$ cat config.mk
export PLATFORM = sky130hd
export DESIGN_NAME = scgl_ctrl
export DESIGN_NICKNAME = d
export VERILOG_FILES = /design/src/rtl/scgl_pkg.sv /design/src/rtl/scgl_ctrl.sv
export SDC_FILE = /design/constraint.sdc
export NUM_CORES = 1
export LEC_CHECK = 0
export BUFFER_PORTS_ARGS = -buffer_cell sky130_fd_sc_hd__buf_2
export CAP_MARGIN = 5
export CORE_AREA = 2 2 39 41
export CTS_CLUSTER_DIAMETER = 100
export DETAILED_ROUTE_END_ITERATION = 16
export DIE_AREA = 0 0 41 43
export SYNTH_ARGS = -nofsm -noshare
export SYNTH_HDL_FRONTEND = slang
export SYNTH_SLANG_ARGS = --single-unit
$ cat constraint.sdc
create_clock -name clk -period 3.31 [get_ports clk]
set_input_delay 0.331 -clock clk [delete_from_list [all_inputs] [get_ports clk]]
set_output_delay 0.331 -clock clk [all_outputs]
set_load 0.01 [all_outputs]
$ cat src/rtl/scgl_pkg.sv
// ----------------------------------------------------------------------------
// scgl_pkg
// Shared sizes, codes and control types of the segment glyph lookup unit.
// ----------------------------------------------------------------------------
package scgl_pkg;

    localparam int MAX_SEGMENTS      = 256;
    localparam int GLYPH_ARRAY_DEPTH = 1024;

    localparam int WORD_W   = 16;
    localparam int MODE_W   = 2;
    localparam int SLOT_W   = 10;
    localparam int STATUS_W = 2;
    localparam int SEGS_W   = 9;
    localparam int WORDS_W  = 11;
    localparam int CFG_IW   = 1;
    localparam int CFG_DW   = 11;

    localparam int SEG_AW = (MAX_SEGMENTS > 1) ? $clog2(MAX_SEGMENTS) : 1;
    localparam int SEG_NW = SEG_AW + 1;
    localparam int GLY_AW = (GLYPH_ARRAY_DEPTH > 1) ? $clog2(GLYPH_ARRAY_DEPTH) : 1;
    localparam int GLY_NW = GLY_AW + 1;
    localparam int SEG_DW = 4 * WORD_W;
    localparam int IDX_W  = WORD_W + 2;

    localparam logic [MODE_W-1:0] MODE_SEG_WR = 2'd0;
    localparam logic [MODE_W-1:0] MODE_GLY_WR = 2'd1;
    localparam logic [MODE_W-1:0] MODE_LOOKUP = 2'd2;

    localparam logic [STATUS_W-1:0] STAT_MAPPED   = 2'd0;
    localparam logic [STATUS_W-1:0] STAT_UNMAPPED = 2'd1;
    localparam logic [STATUS_W-1:0] STAT_RANGE    = 2'd2;

    localparam logic [CFG_IW-1:0] CFG_SEGMENTS = 1'd0;
    localparam logic [CFG_IW-1:0] CFG_WORDS    = 1'd1;

    typedef struct packed {
        logic load;
        logic start;
        logic srch;
        logic seg;
        logic gly;
        logic out_load;
    } scgl_cmd_t;

    typedef struct packed {
        logic more;
        logic done_early;
        logic out_busy;
    } scgl_sts_t;

endpackage

$ cat src/rtl/scgl_ctrl.sv
// ----------------------------------------------------------------------------
// scgl_ctrl
// Sequencer for one lookup: search steps, segment check, glyph read, output.
// ----------------------------------------------------------------------------
module scgl_ctrl
    import scgl_pkg::*;
(
    input  logic      clk,
    input  logic      rst_n,
    input  logic      acc,
    input  logic      is_lookup,
    output logic      ready,
    output scgl_cmd_t cmd,
    input  scgl_sts_t sts
);

    localparam logic [2:0] S_IDLE  = 3'd0;
    localparam logic [2:0] S_START = 3'd1;
    localparam logic [2:0] S_SRCH  = 3'd2;
    localparam logic [2:0] S_SEG   = 3'd3;
    localparam logic [2:0] S_GLY   = 3'd4;
    localparam logic [2:0] S_DONE  = 3'd5;

    logic [2:0] state_reg;
    logic [2:0] state_next;

    always_comb
    begin
        state_next = state_reg;
        cmd        = '0;
        case (state_reg)
            S_IDLE:
            begin
                if (acc && is_lookup)
                begin
                    cmd.load   = 1'b1;
                    state_next = S_START;
                end
            end
            S_START:
            begin
                cmd.start  = 1'b1;
                state_next = sts.more ? S_SRCH : S_SEG;
            end
            S_SRCH:
            begin
                cmd.srch   = 1'b1;
                state_next = sts.more ? S_SRCH : S_SEG;
            end
            S_SEG:
            begin
                cmd.seg    = 1'b1;
                state_next = sts.done_early ? S_DONE : S_GLY;
            end
            S_GLY:
            begin
                cmd.gly    = 1'b1;
                state_next = S_DONE;
            end
            S_DONE:
            begin
                // hold the result until the output register frees up
                if (!sts.out_busy)
                begin
                    cmd.out_load = 1'b1;
                    state_next   = S_IDLE;
                end
            end
            default:
            begin
                state_next = S_IDLE;
            end
        endcase
    end

    always_ff @(posedge clk or negedge rst_n)
    begin
        if (!rst_n)
        begin
            state_reg <= S_IDLE;
        end
        else
        begin
            state_reg <= state_next;
        end
    end

    assign ready = (state_reg == S_IDLE);

    a_lookup_starts: assert property (@(posedge clk) disable iff (!rst_n)
        acc && is_lookup |=> state_reg == S_START)
        else $error("lookup transfer did not start the search");

    a_out_load_free: assert property (@(posedge clk) disable iff (!rst_n)
        cmd.out_load |-> !sts.out_busy)
        else $error("output loaded while busy");

    a_gly_after_seg: assert property (@(posedge clk) disable iff (!rst_n)
        state_reg == S_GLY |-> $past(state_reg) == S_SEG)
        else $error("glyph read without segment check");

endmodule

==> reports/results.txt <==
status = completed
R2R depth = 2
Ys Warns = 0
initial core utilization = 16.27%
synthesized area = 225.2 um^2
syn nets = 31
CP startpoint = state_reg[2]$_DFFE_PN0P_
pre-CTS setup slack = 1.991 ns
Die Ht = 43 um
minimum clock period = 1.552 ns
final worst-path cycle share = 46.88%
grt ovf = 0
max cap viols = 0
Row Count = 14
Root Buffer Master = clkbuf_4
critical path type = reg2out
Setup Viol. Count Final = 0
IO Pins = 14
largest net degree at the start of global routing = 11
TNS Setup = 0 ns
Worst-path clk slew = 0.04 ns
Worst setup EP type = output port
Hold Fails Final Rpt = 0
routed wire length = 514 um
DPL Wire Length = 381 um
setup bufs post-CTS = 0
# resized after CTS = 0
Avg Cell Area, Syn = 9.384 um^2
DR vias = 221
Synth cell types = 16
Final nets = 49
ys async rst share = 100.0%
top post-synthesis cells by count = nand2b_1 (4), dfrtp_1 (3), nor2_1 (3)
worst r2r src = state_reg[0]$_DFFE_PN0P_
Yosys reg bits = 3
Reg2Reg Setup Slack = 2.17 ns
Required @ worst endpoint = 2.98 ns
final instance area = 335.3 um^2
final setup margin = 1.758 ns
core area = 1384 um^2
drt wl/cell = 9.018 um
IO Port Bufs = 13
Clock Path Buffers = 2
initial antenna violation count = 0
Synth area leader = dfrtp_1
max FFs per register = 3
number of synthesized flops with an enable pin = 0
worst skew pair latency = 0.24 ns
Worst Tran Pin Value = 0.2824 ns
FMAX = 644.5 MHz
total die area = 1763 um^2
global-route wire length before repair = 848 um
htree depth = 1
Filler cells = 157
share of layout cells above drive strength 1 = 43.90%
Primary FF master, synth = dfrtp_1
Post-DRT Antenna Nets = 0
Worst slew margin = 81.18%
top-count cell post-synth = nand2b_1
die width = 41 um
main area contributors after synthesis = dfrtp_1 (33%), nand2b_1 (11%), o311ai_2 (7.2%)
Area growth syn-to-layout = 48.89%
Arr. time, crit path = 1.22 ns
Max Slew Vio Count = 0
vias per inst = 3.877
LEAKAGE = 0.1763 nW
number of DRC markers in iteration 0 = 0
CP max FO = 6
type of origin of the critical path = flip-flop
Layout Skew = 0.005775 ns
antenna cells = 0
CTS Sinks = 3
hold_buf cts = 1
Synth top area share = 33.33%
CTS tree = done
Tot Pwr = 0.2898 mW
GP Congestion = 0.7063
pwr dens = 864.2 nW/um^2
drt first pass iters = 1
Placement Cell Area = 299.0 um^2
sequential-to-total area share from yosys stat = 33.33%
min-delay worst type = in2async
number of global-route vias before repair = 236
RSZ-0062 raised after global routing = no
r2r endpoint = state_reg[0]$_DFFE_PN0P_
Post-Syn Instances = 24
DRC = 0
CTS Buf Count = 3
Max VDD drop = 0.0002193 V
GRT Util Overall = 7.932%
==> placed cells by master (no fill, tap or decap), drive strengths merged, types with 2 or more instances in the layout <==
master and instances:
nand2b 4, clkbuf 4, dfrtp 3, buf 13, or2b 2, nor2 3
==> report_power, final <==
part	total, mW	switching [mW]	internal [mW]
Sequential	0.0868	0.0329	0.0539
Combinational	0.137	0.0592	0.0780
Clock	0.0658	0.0205	0.0453
Total	0.290	0.113	0.177
==> per-stage QoR <==
stage	hold WS (ns)	cells	utilization, %
floorplan	0.03541	24	-
global placement	0.1295	52	21.61
detailed placement	0.1286	52	21.61
CTS	0.4055	57	24.23
global route	0.4270	57	24.23
finish	0.4133	57	24.23
==> worst max path at each step <==
stage / depth (start not counted) / slack (ns) / to
2_1_floorplan: 3 / 1.94 / cmd[5]
3_3_place_gp: 3 / 1.99 / cmd[5]
3_5_place_dp: 3 / 1.99 / cmd[0]
4_1_cts: 3 / 1.72 / cmd[5]
5_1_grt: 3 / 1.65 / cmd[0]
6_report: 3 / 1.76 / cmd[5]
==> final cells by class <==
cell class,instances,area (um^2),area share (%)
multi-input combinational,20,138.9,41.42
sequential,3,75.07,22.39
timing repair buffer,14,75.07,22.39
clock buffer,4,26.28,7.836
tap,16,20.02,5.970
==> cell families (layout without fill, tap and decap cells) <==
family	after synthesis	count (layout)	synth area share [%]
flip-flops	3	3	33.33
AND/OR/NAND/NOR	17	17	43.89
AO/OA/AOI/OAI	1	1	7.224
multiplexers	1	1	6.665
buffers and inverters	1	18	5.000
XOR/XNOR	1	1	3.890
==> worst max-delay path: stages (launching register included) <==
cell and delay (ns):
dfrtp_1 0.44, nor3_1 0.25, and3_1 0.18, buf_2 0.12
==> metal layers <==
layer | wire length [um] | part of all wire (%) | global-route usage (%) | vias up
met5 | 0 | 0 | 0 | -
met4 | 12 | 2.3 | 12.00 | 0
li1 | - | - | - | 113
met3 | 34 | 6.6 | 1.571 | 2
met1 | 211 | 41 | 7.395 | 95
met2 | 255 | 50 | 10.94 | 11
No activity file was read; power rests on OpenSTA's default activity.
